### src/rtl/u8c_pkg.sv
// UTF-8 sequence codec package: item types, field constants and the lead byte
// length class function. No dependencies; used by every other file of the block.
package u8c_pkg;

  localparam logic [20:0] CpMax1 = 21'h00007f;
  localparam logic [20:0] CpMax2 = 21'h0007ff;
  localparam logic [20:0] CpMax3 = 21'h00ffff;
  localparam logic [20:0] CpMax4 = 21'h10ffff;
  localparam logic [2:0]  AvailMax = 3'd4;

  typedef enum logic {
    OP_DECODE = 1'b0,
    OP_ENCODE = 1'b1
  } u8c_op_t;

  typedef struct packed {
    u8c_op_t     op;
    logic [7:0]  in_byte0;
    logic [7:0]  in_byte1;
    logic [7:0]  in_byte2;
    logic [7:0]  in_byte3;
    logic [2:0]  bytes_available;
    logic [20:0] in_code_point;
  } u8c_in_t;

  typedef struct packed {
    logic        ok;
    logic [2:0]  seq_length;
    logic [20:0] out_code_point;
    logic [7:0]  out_byte0;
    logic [7:0]  out_byte1;
    logic [7:0]  out_byte2;
    logic [7:0]  out_byte3;
    logic [2:0]  lead_class;
  } u8c_res_t;

  typedef struct packed {
    logic        ok;
    logic [2:0]  len;
    logic [20:0] cp;
  } u8c_dec_t;

  typedef struct packed {
    logic        ok;
    logic [2:0]  len;
    logic [7:0]  b0;
    logic [7:0]  b1;
    logic [7:0]  b2;
    logic [7:0]  b3;
  } u8c_enc_t;

  // 0 continuation, 4/3/2 multi-byte leads, 1 for ASCII and F8-FF
  function automatic logic [2:0] lead_class_of(input logic [7:0] b);
    logic [2:0] cls;
    if (b[7:6] == 2'b10) begin
      cls = 3'd0;
    end else if (b[7:3] == 5'b11110) begin
      cls = 3'd4;
    end else if (b[7:4] == 4'b1110) begin
      cls = 3'd3;
    end else if (b[7:5] == 3'b110) begin
      cls = 3'd2;
    end else begin
      cls = 3'd1;
    end
    return cls;
  endfunction

endpackage

### src/rtl/u8c_if.sv
// Valid/ready channel interfaces for the UTF-8 codec request and result items.
// Depends on u8c_pkg for the payload types.
interface u8c_req_if import u8c_pkg::*; ();
  logic    valid;
  logic    ready;
  u8c_in_t data;

  modport source (output valid, output data, input ready);
  modport sink   (input valid, input data, output ready);
endinterface

interface u8c_rsp_if import u8c_pkg::*; ();
  logic     valid;
  logic     ready;
  u8c_res_t data;

  modport source (output valid, output data, input ready);
  modport sink   (input valid, input data, output ready);
endinterface

### src/rtl/u8c_decode.sv
// UTF-8 decoder: lead byte, continuation checks and code point assembly.
// Pure combinational; depends on u8c_pkg.
module u8c_decode import u8c_pkg::*; (
  input  u8c_in_t  item,
  output u8c_dec_t res
);

  logic [2:0]  avail;
  logic [2:0]  need;
  logic        lead_ok;
  logic        cont_ok;
  logic [20:0] val;
  logic        c1, c2, c3;

  assign avail = (item.bytes_available > AvailMax) ? AvailMax : item.bytes_available;
  assign c1 = (item.in_byte1[7:6] == 2'b10);
  assign c2 = (item.in_byte2[7:6] == 2'b10);
  assign c3 = (item.in_byte3[7:6] == 2'b10);

  always_comb begin
    lead_ok = 1'b1;
    need    = 3'd1;
    cont_ok = 1'b1;
    val     = {13'd0, item.in_byte0};
    if (item.in_byte0[7] == 1'b0) begin
      need = 3'd1;
    end else if (item.in_byte0[7:5] == 3'b110) begin
      need    = 3'd2;
      cont_ok = c1;
      val     = {10'd0, item.in_byte0[4:0], item.in_byte1[5:0]};
    end else if (item.in_byte0[7:4] == 4'b1110) begin
      need    = 3'd3;
      cont_ok = c1 & c2;
      val     = {5'd0, item.in_byte0[3:0], item.in_byte1[5:0], item.in_byte2[5:0]};
    end else if (item.in_byte0[7:3] == 5'b11110) begin
      need    = 3'd4;
      cont_ok = c1 & c2 & c3;
      val     = {item.in_byte0[2:0], item.in_byte1[5:0], item.in_byte2[5:0],
                 item.in_byte3[5:0]};
    end else begin
      lead_ok = 1'b0;
    end
  end

  always_comb begin
    res = '0;
    if (lead_ok && cont_ok && (need <= avail)) begin
      res.ok  = 1'b1;
      res.len = need;
      res.cp  = val;
    end
  end

endmodule

### src/rtl/u8c_encode.sv
// UTF-8 encoder: splits a code point into one to four bytes by range.
// Pure combinational; depends on u8c_pkg.
module u8c_encode import u8c_pkg::*; (
  input  logic [20:0] cp,
  output u8c_enc_t    res
);

  always_comb begin
    res = '0;
    if (cp <= CpMax1) begin
      res.ok  = 1'b1;
      res.len = 3'd1;
      res.b0  = cp[7:0];
    end else if (cp <= CpMax2) begin
      res.ok  = 1'b1;
      res.len = 3'd2;
      res.b0  = {3'b110, cp[10:6]};
      res.b1  = {2'b10, cp[5:0]};
    end else if (cp <= CpMax3) begin
      res.ok  = 1'b1;
      res.len = 3'd3;
      res.b0  = {4'b1110, cp[15:12]};
      res.b1  = {2'b10, cp[11:6]};
      res.b2  = {2'b10, cp[5:0]};
    end else if (cp <= CpMax4) begin
      res.ok  = 1'b1;
      res.len = 3'd4;
      res.b0  = {5'b11110, cp[20:18]};
      res.b1  = {2'b10, cp[17:12]};
      res.b2  = {2'b10, cp[11:6]};
      res.b3  = {2'b10, cp[5:0]};
    end
  end

endmodule

### src/rtl/utf8_sequence_codec.sv
// UTF-8 sequence codec top level: input register, decoder, encoder, result register.
// Depends on u8c_pkg, u8c_if, u8c_decode and u8c_encode.
//
// Usage: items arrive on req (valid/ready); op selects decode of in_byte0..3
// (with bytes_available bytes present) or encode of in_code_point. One result
// item per request leaves on rsp: ok, seq_length, out_code_point, out_byte0..3
// and the length class of in_byte0, which is reported for either op.
// Path: an accepted item sits in the input register with the decode/encode logic
// behind it, moves into the result register once that register is empty or being
// taken, then waits there until rsp takes it.
// Throughput: one item per cycle, sustained while rsp is taken.
// Stalls: when rsp is not taken the result register holds; the input register
// still takes one more item, then req.ready drops until rsp moves again.
// Reset (rst, synchronous): both stages empty, nothing in flight is kept.
module utf8_sequence_codec import u8c_pkg::*; (
  input  logic      clk,
  input  logic      rst,
  u8c_req_if.sink   req,
  u8c_rsp_if.source rsp
);

  logic     s1_valid;
  u8c_in_t  s1_data;
  logic     out_valid;
  u8c_res_t out_data;
  logic     s1_advance;
  u8c_dec_t dec_res;
  u8c_enc_t enc_res;
  u8c_res_t res_next;

  assign s1_advance = s1_valid && (!out_valid || rsp.ready);
  assign req.ready  = !s1_valid || s1_advance;

  u8c_decode u_decode (
    .item (s1_data),
    .res  (dec_res)
  );

  u8c_encode u_encode (
    .cp  (s1_data.in_code_point),
    .res (enc_res)
  );

  always_comb begin
    res_next            = '0;
    res_next.lead_class = lead_class_of(s1_data.in_byte0);
    if (s1_data.op == OP_DECODE) begin
      res_next.ok             = dec_res.ok;
      res_next.seq_length     = dec_res.len;
      res_next.out_code_point = dec_res.cp;
    end else begin
      res_next.ok         = enc_res.ok;
      res_next.seq_length = enc_res.len;
      res_next.out_byte0  = enc_res.b0;
      res_next.out_byte1  = enc_res.b1;
      res_next.out_byte2  = enc_res.b2;
      res_next.out_byte3  = enc_res.b3;
    end
  end

  always_ff @(posedge clk) begin
    if (rst) begin
      s1_valid <= 1'b0;
    end else if (req.ready) begin
      s1_valid <= req.valid;
    end
  end

  always_ff @(posedge clk) begin
    if (req.valid && req.ready) begin
      s1_data <= req.data;
    end
  end

  always_ff @(posedge clk) begin
    if (rst) begin
      out_valid <= 1'b0;
    end else if (!out_valid || rsp.ready) begin
      out_valid <= s1_valid;
    end
  end

  always_ff @(posedge clk) begin
    if (s1_advance) begin
      out_data <= res_next;
    end
  end

  assign rsp.valid = out_valid;
  assign rsp.data  = out_data;

`ifndef SYNTHESIS
  // a failed item carries no length, no code point and no first output byte
  assert property (@(posedge clk) disable iff (rst)
    rsp.valid && !rsp.data.ok |-> rsp.data.seq_length == 3'd0 &&
      rsp.data.out_code_point == 21'd0 && rsp.data.out_byte0 == 8'd0)
    else $error("u8c: failed result carries data");

  assert property (@(posedge clk) disable iff (rst)
    rsp.valid && rsp.data.ok |-> rsp.data.seq_length != 3'd0 &&
      rsp.data.seq_length <= 3'd4)
    else $error("u8c: good result with bad length");

  // a decode result never carries encoded bytes
  assert property (@(posedge clk) disable iff (rst)
    rsp.valid && rsp.data.out_code_point != 21'd0 |-> rsp.data.out_byte0 == 8'd0 &&
      rsp.data.out_byte1 == 8'd0)
    else $error("u8c: decode result with encoded bytes");

  // a held input item moves into an empty result register
  assert property (@(posedge clk) disable iff (rst)
    s1_valid && !out_valid |=> out_valid)
    else $error("u8c: pipeline bubble with item waiting");
`endif

endmodule

### src/flat_wrapper.sv
// flat-port wrapper written by rule: the top's interface ports become plain ports
module utf8_sequence_codec_flat import u8c_pkg::*;
  (clk, rst, req_valid, req_data, req_ready, rsp_valid, rsp_data, rsp_ready);
  u8c_req_if req_i ();
  u8c_rsp_if rsp_i ();
  input  logic clk;
  input  logic rst;
  input wire logic [$bits(req_i.valid)-1:0] req_valid;
  input wire logic [$bits(req_i.data)-1:0] req_data;
  output wire logic [$bits(req_i.ready)-1:0] req_ready;
  output wire logic [$bits(rsp_i.valid)-1:0] rsp_valid;
  output wire logic [$bits(rsp_i.data)-1:0] rsp_data;
  input wire logic [$bits(rsp_i.ready)-1:0] rsp_ready;
  assign req_i.valid = req_valid;
  assign req_i.data = req_data;
  assign req_ready = req_i.ready;
  assign rsp_valid = rsp_i.valid;
  assign rsp_data = rsp_i.data;
  assign rsp_i.ready = rsp_ready;
  utf8_sequence_codec u_core (.clk(clk), .rst(rst), .req(req_i), .rsp(rsp_i));
endmodule
### config.mk
export PLATFORM = sky130hd
export DESIGN_NAME = utf8_sequence_codec_flat
export DESIGN_NICKNAME = d
export VERILOG_FILES = /design/src/rtl/u8c_pkg.sv /design/src/rtl/u8c_if.sv /design/src/rtl/u8c_decode.sv /design/src/rtl/u8c_encode.sv /design/src/rtl/utf8_sequence_codec.sv /design/src/flat_wrapper.sv
export SDC_FILE = /design/constraint.sdc
export NUM_CORES = 1
export LEC_CHECK = 0
export ABC_AREA = 1
export BUFFER_PORTS_ARGS = -buffer_cell sky130_fd_sc_hd__clkbuf_2
export CAP_MARGIN = 20
export CORE_ASPECT_RATIO = 0.5
export CORE_MARGIN = 5
export CORE_UTILIZATION = 55
export DETAILED_ROUTE_END_ITERATION = 8
export GPL_ROUTABILITY_DRIVEN = 0
export PLACE_DENSITY = 0.81
export SYNTH_ARGS = -nofsm -noshare
export SYNTH_HDL_FRONTEND = slang
export SYNTH_HIERARCHICAL = 1
export SYNTH_SLANG_ARGS = --single-unit
### constraint.sdc
create_clock -name clk -period 9.5 [get_ports clk]
set_input_delay 1.9 -clock clk [delete_from_list [all_inputs] [get_ports clk]]
set_output_delay 1.9 -clock clk [all_outputs]
set_load 0.005 [all_outputs]
== Yosys cells after proc, flatten, opt, wreduce, memory -nomap -nowiden ==
Cells that the tools add are included.
Word-level totals
  bits in registers: 119
  output and inout bits: 62
  word-level logic and storage cells: 87
Operators by class
  bitwise logic cells: 6
  multiplexer cells: 29
  equal/unequal tests: 7
  reductions and logical operators: 16
  order comparisons: 6
Operators by type and width (count)
  $mux 36: 4
  $mux 21: 4
  $mux 28: 1
  $mux 25: 1
  $le 21x11->1 const B: 1
  $le 21x16->1 const B: 1
  $le 21x21->1 const B: 1
  $le 21x7->1 const B: 1
  $mux 3: 7
  $mux 20: 1
  $mux 12: 1
  $eq 2x2->1 const B: 4
  $mux 1: 8
  $reduce_or 4->1: 2
  $reduce_or 2->1: 3
  $reduce_or 3->1: 2
  $reduce_or 6->1: 1
  $eq 5x5->1 const B: 1
  $eq 4x4->1 const B: 1
  $logic_and 1x1->1: 4
  $mux 4: 1
  $not 1->1: 4
  $eq 3x3->1 const B: 1
  $gt 3x3->1 const B: 1
  other kinds (5): 8

== Depth between registers and ports, before layout ==
Gate-level depths: netlist of run 1.
  depth in word-level cells: 11
  gate-level depth with buffers: 13
  depth with buffers taken out: 12

== By module ==
Netlist of run 1, hierarchy kept.
By module, submodules not included
  utf8_sequence_codec: area an instance 4157.7 um^2, sequential area each 3553.4 um^2, instances 1, cells an instance 262
  u8c_decode: area an instance 784.5 um^2, sequential area each 0.0 um^2, instances 1, cells an instance 167
  u8c_encode: area an instance 696.9 um^2, sequential area each 0.0 um^2, instances 1, cells an instance 135

== Worst setup path after synthesis of run 1 ==
Ideal clock, no wire load.
  kind: input-to-reg
  start: input port rsp_ready
  end: register u_core.out_data, in the netlist u_core/rsp.data[0] (enable)
  data arrival time: 4862 ps
  setup slack: 4141 ps
  stages on the path: 2
  path buffers: 0
  path through: inv_1 a21oi_1
Between the ends
  longest elaborated chain between the ends: 2
Ends and longest elaborated chain
  start, declared: RTL line flat_wrapper.sv:13  | input wire logic [$bits(rsp_i.ready)-1:0] rsp_ready;
  $logic_or 1x1->1: RTL line utf8_sequence_codec.sv:31  | assign s1_advance = s1_valid && (!out_valid || rsp.ready);
  $logic_and 1x1->1: RTL line utf8_sequence_codec.sv:31
  via u_core.s1_advance: RTL line utf8_sequence_codec.sv:26  | logic s1_advance;
  end signal, assigned: RTL line utf8_sequence_codec.sv:85  | out_data <= res_next;
  end, declared: RTL line utf8_sequence_codec.sv:25  | u8c_res_t out_data;
The timed path passes the listed nets, and every way through them passes these cells.
A chain may end at the register's enable or synchronous reset.

== Worst setup path in the final report of run 1 ==
  start: input port rsp_ready
  end: output port req_ready
Between the ends
  longest elaborated chain between the ends: 3
Ends and longest elaborated chain
  $logic_or 1x1->1: RTL line utf8_sequence_codec.sv:31
  $logic_and 1x1->1: RTL line utf8_sequence_codec.sv:31
  $logic_or 1x1->1: RTL line utf8_sequence_codec.sv:32  | assign req.ready = !s1_valid || s1_advance;
  end, declared: RTL line flat_wrapper.sv:10  | output wire logic [$bits(req_i.ready)-1:0] req_ready;
Every way passes these cells.

==> metrics.txt, run 1 <==
most frequent cells in the layout nand2_1, clkbuf_2, edfxtp_1; DP HPWL 7.82 mm; # Post-CTS Setup Buffers 0; clk buf depth 2; CP Launch Type primary input; Vias/cell 4.79; die boundary height 81.6 um; worst endpoint required time 7.60 ns; grt total ovfl 0; drt wl/cell 13.0 um; # clock sinks 119; Synth cell types 32; synthesized flop and latch total 119; Initial Util 55.7%; CTS resizes 0; vias in the first global route 3874; FF-to-FF setup slack 6.66 ns; Max-Cap Viols 0; maximum number of pins on one net before global-route repair 61; initial DRC count 266; initial antenna violation count 0; highest ir drop seen on vdd 0.145 mV; Fin. Hold Viols 0; I/O pin cnt 123; Skew-Pair Late Insertion Delay 0.40 ns; Fill cells 746; Via Count 4054; H-tree depth 4; Placed Cells incl. Taps 813; critical path class primary input to output pin; PwrDens 193 mW/mm^2; Clock Skews 0.0100 ns; reg2reg end u_core/rsp.data[53]$_SDFFCE_PP0P_; Reg clk slew, reported paths 0.05 ns; IO buf count 122; complex-gate fraction of the synthesized area 4.50%; DRT Pass-1 Iters 5; Gate Count Post-Synth 564; final worst path period share 45.1%; R2R depth 11; RSZ-0062 raised after global routing no; Synth Area in Simple Gates 21.2%; min-delay src u_core/s1_valid$_SDFFE_PP0P_; Num CTS Buffers 17; Area Growth Syn to Fin 22.3%; fin nets 757; Post-Route Setup TNS 0 ns; Hold Path Class flip-flop to flip-flop; first-pass GRT wire length 18.4 mm; Max-slew headroom 36.5%; row cnt 26; area share of fa/ha/maj cells after synthesis 0.666%; register area 0.00355 mm^2; share of cells above drive strength 1 26.9%; drc violations 0; hold endpoint u_core/rsp.valid$_SDFFE_PP0P_; final core utilization 68.2%; minimum clock period 4.29 ns; Final setup viols 0; crit path DAT 2.39 ns; Max Transition Viols Final 0; core area 0.0101 mm^2; crit path max fanout 3; number of diodes 0; Worst Max-Slew Pin Slew 0.952 ns; mux share of post-synthesis cell area 0%; total track usage 18.8%; post-route ant nets 0; clk root buf clkbuf_16; Mean Syn Cell Area 10.0 um^2; Die Wd 153 um; main combinational cell family by area after synthesis simple AND/OR/NAND/NOR gates; Crit. End Element output pin; CTS tree done; Synth Warn # 6; Routed WL 11.0 mm; non-filler instance count after layout 846; outcome finished clean; combined area of the multi-input logic cells 0.00151 mm^2; Min-Delay Path Depth 2; Pleak 3.31 nW; critical register-to-register path startpoint u_core/s1_data[55]$_DFFE_PP_; Max Clock Freq 0.233 GHz; post-synthesis xor/xnor area fraction 0%; total die area 0.0125 mm^2; sequential area share after synthesis 63.0%; synthesized area 0.00564 mm^2; commonest non-fill, non-tap cell in the layout nand2_1; cts hold-fix bufs 0
critical path, stage by stage:
cell and delay [ns]:
clkbuf_2 0.08, inv_1 0.12, nand3_1 0.14, clkbuf_2 0.14
stage by stage:
step	hold WS (ns)	cell area (um^2)	setup slack (ns)	total power, W
floorplan	0.445	5650	4.14	0.000695
global placement	0.506	6300	5.26	0.000725
detailed placement	0.534	6300	5.22	0.000728
CTS	0.535	6880	5.21	0.00134
global route	0.567	6900	5.16	0.00139
finish	0.543	6900	5.21	0.00133
report_power, final:
part	internal (W)	switching, W
combinational	0.0000355	0.0000592
clock	0.000406	0.000205
sequential	0.000608	0.0000158
total	0.00105	0.000280
synthesized netlist by cell type (all sizes together):
| cell | count | area share (%) |
|---|---|---|
| nand2 | 135 | 9.8 |
| edfxtp | 117 | 62 |
| inv | 115 | 7.7 |
| nor2 | 87 | 6.9 |
| nand3 | 31 | 3.4 |
| o21ai | 26 | 2.3 |
| buf | 17 | 2.7 |
| a21oi | 13 | 1.2 |
| nand4 | 5 | 0.55 |
| o22ai | 4 | 0.78 |
| ha | 3 | 0.67 |
| or2 | 3 | 0.33 |
| dfxtp | 2 | 0.71 |
| o211ai | 2 | 0.27 |
| clkinv | 1 | 0.089 |
| conb | 1 | 0.066 |
| nand3b | 1 | 0.13 |
| nor3 | 1 | 0.089 |
routing by layer:
layer / vias to the layer above / global-route usage, % / part of all wire [%]
met1: 1793 / 23.1 / 41
met3: 23 / 4.89 / 7.4
met2: 181 / 32.1 / 49
met5: - / 0 / 0
li1: 2057 / - / -
met4: 0 / 8.80 / 2.5
registers in the layout, summed over array words and instances (netlist names):
signal,flops
u_core/rsp.data,60
u_core/s1_data,57
u_core/rsp.valid,1
u_core/s1_valid,1
kinds of logic (layout without fill, tap and decap cells):
logic type	count (synthesis)	count (layout)
AO/OA/AOI/OAI	45	45
other	1	3
flip-flops	119	119
AND/OR/NAND/NOR	263	263
adder cells (fa/ha/maj)	3	3
buffers and inverters	133	273
worst max path at each step:
stage                    from                          endpoint  depth (start not counted)
floorplan           rsp_ready  u_core/rsp.data[0]$_SDFFCE_PP0P_                          2
global placement    rsp_ready                         req_ready                          4
detailed placement  rsp_ready                         req_ready                          4
CTS                 rsp_ready                         req_ready                          4
global route        rsp_ready                         req_ready                          4
finish              rsp_ready                         req_ready                          4
area by class of cell:
type	instances	area share [%]
Timing Repair Buffer	125	9.36
Inverter	116	6.37
Clock buffer	20	6.33
Clock inverter	12	1.94
Sequential cell	119	51.5
Multi-Input combinational cell	314	21.9
Tap cell	140	2.54
Power figures use the tool's default switching activity.
==> inputs of run 2 (changes only) <==
--- a/config.mk
+++ b/config.mk
@@ -5,15 +5,15 @@
 export SDC_FILE = /design/constraint.sdc
 export NUM_CORES = 1
 export LEC_CHECK = 0
-export ABC_AREA = 1
+export ABC_AREA = 0
 export BUFFER_PORTS_ARGS = -buffer_cell sky130_fd_sc_hd__clkbuf_2
 export CAP_MARGIN = 20
 export CORE_ASPECT_RATIO = 0.5
 export CORE_MARGIN = 5
-export CORE_UTILIZATION = 55
+export CORE_UTILIZATION = 49
 export DETAILED_ROUTE_END_ITERATION = 8
 export GPL_ROUTABILITY_DRIVEN = 0
-export PLACE_DENSITY = 0.81
+export PLACE_DENSITY = 0.76
 export SYNTH_ARGS = -nofsm -noshare
 export SYNTH_HDL_FRONTEND = slang
 export SYNTH_HIERARCHICAL = 1
==> constraint.sdc (replaced) <==
create_clock -name clk -period 3.5 [get_ports clk]
set_input_delay 0.7 -clock clk [delete_from_list [all_inputs] [get_ports clk]]
set_output_delay 0.7 -clock clk [all_outputs]
set_load 0.005 [all_outputs]
==> run 2 against run 1 <==
  * Die area up 6.4%
  * Core utilization down 6.8 points
  * Critical path depth increased by 5
  * Count of clock-buffer cells in the layout is the same
  * Sequential power grew to 2.7 times the previous value
  * Synthesized cell count down 28%
  * Highest routed layer unchanged
==> metrics.txt, run 2 <==
# clock sinks 119 (unchanged); outcome finished clean (unchanged); Final setup viols 0 (unchanged); final worst path period share 86.4%; largest registers u_core/rsp.data: 60 flops, u_core/s1_data: 57 flops (unchanged); non-filler instance count after layout 690 (was 846); R2R depth 9 (was 11); clk buf depth 2 (unchanged); drc violations 0 (unchanged); Crit path depth 9 (was 4); Vias/cell 5.24 (was 4.79); register with the most flip-flops u_core/rsp.data (unchanged); total die area 0.0133 mm^2 (was 0.0125 mm^2); Post-synth EDFFs 117 (unchanged); Max-slew headroom 49.8% (was 36.5%); vias in the first global route 3475 (was 3874); largest cells by area after synthesis edfxtp_1, and2_1, nor2b_1, o21ai_0, nand2_1 (was edfxtp_1, nand2_1, inv_1, nor2_1, nand3_1); worst endpoint required time 3.64 ns (was 7.60 ns); Routed WL 11.1 mm (was 11.0 mm); Post-Route Setup TNS 0 ns (unchanged); Skew-Pair Late Insertion Delay 0.40 ns (about the same); drt wl/cell 16.1 um (was 13.0 um); minimum clock period 3.03 ns; DP HPWL 7.99 mm (was 7.82 mm); number of diodes 0 (unchanged); Max Clock Freq 0.331 GHz; Gate Count Post-Synth 406 (was 564); Via Count 3619 (was 4054); initial antenna violation count 0 (unchanged); fin nets 596 (was 757); top cell type's share of synthesized area 65.3% (was 62.3%); PwrDens 557 mW/mm^2 (was 193 mW/mm^2); Hold Path Class flip-flop to flip-flop (unchanged); top cells by count, synth edfxtp_1, and2_1, nor2b_1, nand2_1, o21ai_0 (was nand2_1, edfxtp_1, inv_1, nor2_1, nand3_1); Max Transition Viols Final 0 (unchanged); Synth Warn # 6 (unchanged); first-pass GRT wire length 17.7 mm (was 18.4 mm); Synth cell types 52 (was 32); Placed Cells incl. Taps 658 (was 813); max reg flops 60 (unchanged); core area 0.0109 mm^2 (was 0.0101 mm^2); cts hold-fix bufs 0 (unchanged); H-tree depth 4 (unchanged); most frequent cells in the layout clkbuf_2, edfxtp_1, and2_1 (was nand2_1, clkbuf_2, edfxtp_1); biggest cell delay along the critical path 0.56 ns (was 0.14 ns); RSZ-0062 raised after global routing no (unchanged); clk root buf clkbuf_16 (unchanged); Clock Skews 0.00890 ns (was 0.0100 ns); Num CTS Buffers 17 (unchanged); crit-path most repeated cell nor2_1 (was clkbuf_2); worst path bufs/invs 1 (was 3); Min-Delay Path Depth 2 (unchanged); CTS tree done (unchanged); Worst path top cell family by delay simple AND/OR/NAND/NOR gates (was buffers and inverters); # Post-CTS Setup Buffers 0 (unchanged); Area Growth Syn to Fin 24.0% (was 22.3%); critical path class flip-flop to flip-flop (was primary input to output pin); Worst Max-Slew Pin Slew 0.753 ns (was 0.952 ns); grt total ovfl 0 (unchanged); die boundary height 84.1 um (was 81.6 um); synthesized flop and latch total 119 (unchanged); placed cell areas 0.00608 mm^2 (was 0.00630 mm^2); Fin. Hold Viols 0 (unchanged); Cell Chain, Critical Path nand4_1 -> nor2_1 -> ha_1 -> nand3_1 -> o21ai_0 -> nor2_1 -> buf_4 -> nor4_1 -> nor2b_1 (was clkbuf_2 -> inv_1 -> nand3_1 -> clkbuf_2); Pleak 2.59 nW (was 3.31 nW); WHS 0.462 ns (was 0.543 ns); Mean Syn Cell Area 13.3 um^2 (was 10.0 um^2); post-route ant nets 0 (unchanged); Initial Util 49.5% (was 55.7%); Max-Cap Viols 0 (unchanged); maximum number of pins on one net before global-route repair 61 (unchanged); share of cells above drive strength 1 31.9% (was 26.9%); crit path max fanout 12 (was 3); Reg clk slew, reported paths 0.05 ns (about the same); crit path DAT 3.16 ns (was 2.39 ns); row cnt 27 (was 26); slowest cell on the critical path edfxtp_1 (was nand3_1); CTS resizes 0 (unchanged); sequential area share after synthesis 66.0% (was 63.0%); IO buf count 122 (unchanged); CP Launch Type flip-flop (was primary input); Crit. End Element flip-flop (was output pin); ys async rst share 0% (unchanged); I/O pin cnt 123 (unchanged); commonest non-fill, non-tap cell in the layout clkbuf_2 (was nand2_1); synthesized area 0.00538 mm^2 (was 0.00564 mm^2); initial DRC count 380 (was 266); Die Wd 158 um (was 153 um); highest ir drop seen on vdd 0.368 mV (was 0.145 mV); commonest register cell after synthesis edfxtp_1 (unchanged); fin area 0.00667 mm^2 (was 0.00690 mm^2); post-synth top area cell edfxtp_1 (unchanged); total track usage 17.3% (was 18.8%); DRT Pass-1 Iters 6 (was 5); Design Power 0.00372 W (was 0.00133 W); most common cell in the netlist edfxtp_1 (was nand2_1)
-- run 2: changes by cell type in the layout (fill, tap and decap cells not counted), sizes merged, moves of 16 or more --
cell / before / now
and2: 0 / 43
nand2: 135 / 24
nor2: 87 / 15
nor2b: 0 / 28
inv: 115 / 13
nor3: 1 / 17
nand3: 31 / 3
-- run 2: per-layer routing --
layer / up-vias / GRT usage [%] / share of wire [%]
li1: 1766 / - / -
met4: 0 / 6.81 / 1.1
met3: 14 / 4.71 / 6.8
met5: - / 0 / 0
met2: 160 / 27.8 / 49
met1: 1679 / 22.3 / 43
-- run 2: worst paths after layout --
kind	startpoint	end	slack, ns
min reg2reg	u_core/s1_valid$_SDFFE_PP0P_	u_core/rsp.valid$_SDFFE_PP0P_	0.46
max reg2reg	u_core/s1_data[55]$_DFFE_PP_	u_core/rsp.data[38]$_SDFFCE_PP0P_	0.47
min	u_core/s1_valid$_SDFFE_PP0P_	u_core/rsp.valid$_SDFFE_PP0P_	0.46
max	u_core/s1_data[55]$_DFFE_PP_	u_core/rsp.data[38]$_SDFFCE_PP0P_	0.47
-- run 2: logic make-up (layout without fill, tap and decap cells) --
kind of cell,count (synthesis),after routing,synth area share [%]
flops,119,119,66.0
buf+inv,39,176,4.00
fa+ha+maj,3,3,0.698
xor+xnor,1,1,0.512
compound gates,78,78,9.93
mux,5,5,1.02
other cells,1,3,0.0697
simple gates,160,160,17.7
-- run 2: area by class of cell --
| cell class | instances | area, um^2 |
|---|---|---|
| multi-input cells | 250 | 1620 |
| clock inverters | 12 | 158 |
| repair buffers | 130 | 671 |
| flip-flops and latches | 119 | 3550 |
| well taps | 145 | 181 |
| fillers | 873 | 4200 |
| clock buffers | 20 | 437 |
| inverters | 14 | 52.6 |
-- run 2: metrics by stage --
stage / worst slack, ns / utilization (%)
after floorplan: 0.617 / -
after global placement: 0.705 / 55.9
after detailed placement: 0.582 / 55.9
after CTS: 0.546 / 61.4
after global routing: 0.253 / 61.4
final: 0.475 / 61.4
-- run 2: where the power goes --
| part | leakage (nW) | internal, W | switching (W) |
|---|---|---|---|
| clock network | 0.288 | 0.00118 | 0.000563 |
| registers | 1.13 | 0.00166 | 0.0000484 |
| logic | 1.18 | 0.000120 | 0.000151 |
-- run 2: worst min-delay path, stage by stage, from the launching register on --
cell and delay [ns]:
dfxtp_1 0.31, inv_1 0.05, a21oi_1 0.05
==> inputs of run 3 (changes only) <==
--- a/config.mk
+++ b/config.mk
@@ -5,7 +5,7 @@
 export SDC_FILE = /design/constraint.sdc
 export NUM_CORES = 1
 export LEC_CHECK = 0
-export ABC_AREA = 0
+export ABC_AREA = 1
 export BUFFER_PORTS_ARGS = -buffer_cell sky130_fd_sc_hd__clkbuf_2
 export CAP_MARGIN = 20
 export CORE_ASPECT_RATIO = 0.5
@@ -13,6 +13,7 @@
 export CORE_UTILIZATION = 49
 export DETAILED_ROUTE_END_ITERATION = 8
 export GPL_ROUTABILITY_DRIVEN = 0
+export HOLD_SLACK_MARGIN = 0.12
 export PLACE_DENSITY = 0.76
 export SYNTH_ARGS = -nofsm -noshare
 export SYNTH_HDL_FRONTEND = slang
==> run 3 against run 2 <==
  * Combinational power shrank 4%
  * Non-clock buffer count shrank 4
  * Routed wire length grew 7.2%
  * Hold slack lost 0.0047 ns
  * Global-route usage grew 0.93 points
  * Final cell count grew 23%
  * First-iteration DRC count shrank 38%
  * Register-to-register slack gained 0.37 ns
  * Critical path depth grew 2
  * Via count grew 12%
  * Largest cell class unchanged
  * Highest routed layer unchanged
==> metrics.txt, run 3 (synthesized netlist as in run 1, its figures left out) <==
H-tree depth 4 (unchanged); Initial Util 50.7% (was 49.5%); row cnt 27 (unchanged); highest ir drop seen on vdd 0.326 mV (was 0.368 mV); FF-to-FF setup slack 0.85 ns (was 0.47 ns); grt total ovfl 0 (unchanged); Psw 0.000819 W (was 0.000761 W); Die Wd 162 um (was 158 um); Max Transition Viols Final 0 (unchanged); # clock sinks 119 (unchanged); IO buf count 122 (unchanged); vias in the first global route 4020 (was 3475); critical register-to-register path startpoint u_core/s1_data[55]$_DFFE_PP_ (unchanged); Clock power frac 45.7% (was 46.7%); Placed Cells incl. Taps 820 (was 658); Worst Max-Slew Pin Slew 0.947 ns (was 0.753 ns); Reg clk slew, reported paths 0.05 ns (about the same); maximum number of pins on one net before global-route repair 61 (unchanged); PwrDens 522 mW/mm^2 (was 557 mW/mm^2); outcome finished clean (unchanged); fin nets 758 (was 596); most frequent cells in the layout nand2_1, clkbuf_2, edfxtp_1 (was clkbuf_2, edfxtp_1, and2_1); # Post-CTS Setup Buffers 0 (unchanged); Routed WL 11.9 mm (was 11.1 mm); Pleak 3.29 nW (was 2.59 nW); worst endpoint required time 3.62 ns (was 3.64 ns); CP endpoint u_core/rsp.data[57]$_DFFE_PP_ (was u_core/rsp.data[38]$_SDFFCE_PP0P_); non-filler instance count after layout 852 (was 690); share of cells above drive strength 1 27.4% (was 31.9%); Fin. Hold Viols 0 (unchanged); final worst path period share 75.8% (was 86.4%); Clock Skews 0.00767 ns (was 0.00890 ns); CTS tree done (unchanged); clk buf depth 2 (unchanged); drt wl/cell 14.0 um (was 16.1 um); crit path from u_core/s1_data[55]$_DFFE_PP_ (unchanged); crit path max fanout 18 (was 12); DRT Pass-1 Iters 4 (was 6); Final setup viols 0 (unchanged); R2R depth 11 (was 9); crit path DAT 2.78 ns (was 3.16 ns); Vias/cell 4.75 (was 5.24); Pint 0.00278 W (was 0.00296 W); Hold Path Class primary input to flip-flop (was flip-flop to flip-flop); Sequential Power Share 47.1% (was 46.0%); switching share of power 22.8% (was 20.5%); first-pass GRT wire length 19.7 mm (was 17.7 mm); Post-Route Setup TNS 0 ns (unchanged); CP Launch Type flip-flop (unchanged); largest registers u_core/rsp.data: 60 flops, u_core/s1_data: 57 flops (unchanged); post-route ant nets 0 (unchanged); critical path class flip-flop to flip-flop (unchanged); Crit. End Element flip-flop (unchanged); Max-slew headroom 36.9% (was 49.8%); Max Clock Freq 0.377 GHz (was 0.331 GHz); RSZ-0062 raised after global routing no (unchanged); register with the most flip-flops u_core/rsp.data (unchanged); Fill cells 910 (was 873); register area 0.00355 mm^2 (unchanged); reg2reg end u_core/rsp.data[57]$_DFFE_PP_ (was u_core/rsp.data[38]$_SDFFCE_PP0P_); initial antenna violation count 0 (unchanged); core area 0.0111 mm^2 (was 0.0109 mm^2); commonest non-fill, non-tap cell in the layout nand2_1 (was clkbuf_2); die boundary height 85.9 um (was 84.1 um); total track usage 18.2% (was 17.3%); I/O pin cnt 123 (unchanged); initial DRC count 234 (was 380); logic gate share of total power 7.2% (was 7.3%); number of diodes 0 (unchanged); Num CTS Buffers 17 (unchanged); max reg flops 60 (unchanged); minimum clock period 2.65 ns (was 3.03 ns); Area Growth Syn to Fin 22.2% (was 24.0%); clk root buf clkbuf_16 (unchanged); Max-Cap Viols 0 (unchanged); final core utilization 62.0% (was 61.4%); combined area of the multi-input logic cells 0.00151 mm^2 (was 0.00162 mm^2); Skew-Pair Late Insertion Delay 0.41 ns (was 0.40 ns); drc violations 0 (unchanged); total die area 0.0139 mm^2 (was 0.0133 mm^2); CTS resizes 0 (unchanged); DP HPWL 8.51 mm (was 7.99 mm); Via Count 4045 (was 3619); cts hold-fix bufs 0 (unchanged)
run 3: cell types whose count changed in the layout (fill, tap and decap cells not counted), moves of 15 or more:
cell     change
nand2_1    +100
nor3_1      -15
and2_1      -41
nand3_1     +24
inv_1       +95
nor2_1      +64
nor2b_1     -28
run 3: metal layers:
layer	up-vias	GRT usage (%)	routed length, um
li1	2057	-	-
met1	1836	21.7	5070
met2	130	31.2	5960
met3	22	5.38	676
met4	0	8.06	201
met5	-	0	0
run 3: per-stage QoR:
step                worst slack (ns)  cell area, um^2  total power [W]  hold slack [ns]
finish                         0.846             6890          0.00359            0.457
global route                   0.534             6890          0.00373            0.440
CTS                            0.891             6890          0.00362            0.445
detailed placement             0.906             6330          0.00198            0.525
global placement                1.05             6330          0.00197            0.505
floorplan                      0.559             5650          0.00188            0.463
run 3: worst min path at each step:
stage | depth (start not counted) | slack [ns] | end | startpoint
detailed placement | 2 | 0.53 | u_core/rsp.valid$_SDFFE_PP0P_ | u_core/rsp.valid$_SDFFE_PP0P_
floorplan | 2 | 0.46 | u_core/rsp.valid$_SDFFE_PP0P_ | u_core/s1_valid$_SDFFE_PP0P_
finish | 2 | 0.46 | u_core/s1_valid$_SDFFE_PP0P_ | rst
CTS | 1 | 0.44 | u_core/s1_data[53]$_DFFE_PP_ | req_data[53]
global route | 1 | 0.44 | u_core/s1_data[40]$_DFFE_PP_ | req_data[40]
global placement | 2 | 0.50 | u_core/rsp.valid$_SDFFE_PP0P_ | u_core/s1_valid$_SDFFE_PP0P_
run 3: area by class of cell:
type | count | share of cell area (%)
clock buffers | 17 | 6.18
multi-input cells | 314 | 21.9
flip-flops and latches | 119 | 51.6
inverters | 116 | 6.37
clock inverters | 15 | 2.00
well taps | 145 | 2.63
repair buffers | 126 | 9.30
run 3: worst max-delay path, cell delays in order, from the launching register on:
cell	delay, ns
edfxtp_1	0.59
nand2_1	0.23
nor2_2	0.09
inv_1	0.37
nand2_1	0.15
ha_1	0.22
o21ai_0	0.16
nand2_1	0.14
nand3_4	0.22
nor2_1	0.08
inv_1	0.06
o21ai_1	0.05
run 3: power groups by stage:
| stage | sequential, W | combinational (W) | clock [W] |
|---|---|---|---|
| floorplan | 0.00171 | 0.000174 | 0 |
| global placement | 0.00172 | 0.000255 | 0 |
| global route | 0.00170 | 0.000296 | 0.00174 |
| finish | 0.00169 | 0.000260 | 0.00164 |
| CTS | 0.00169 | 0.000262 | 0.00167 |
| detailed placement | 0.00172 | 0.000260 | 0 |
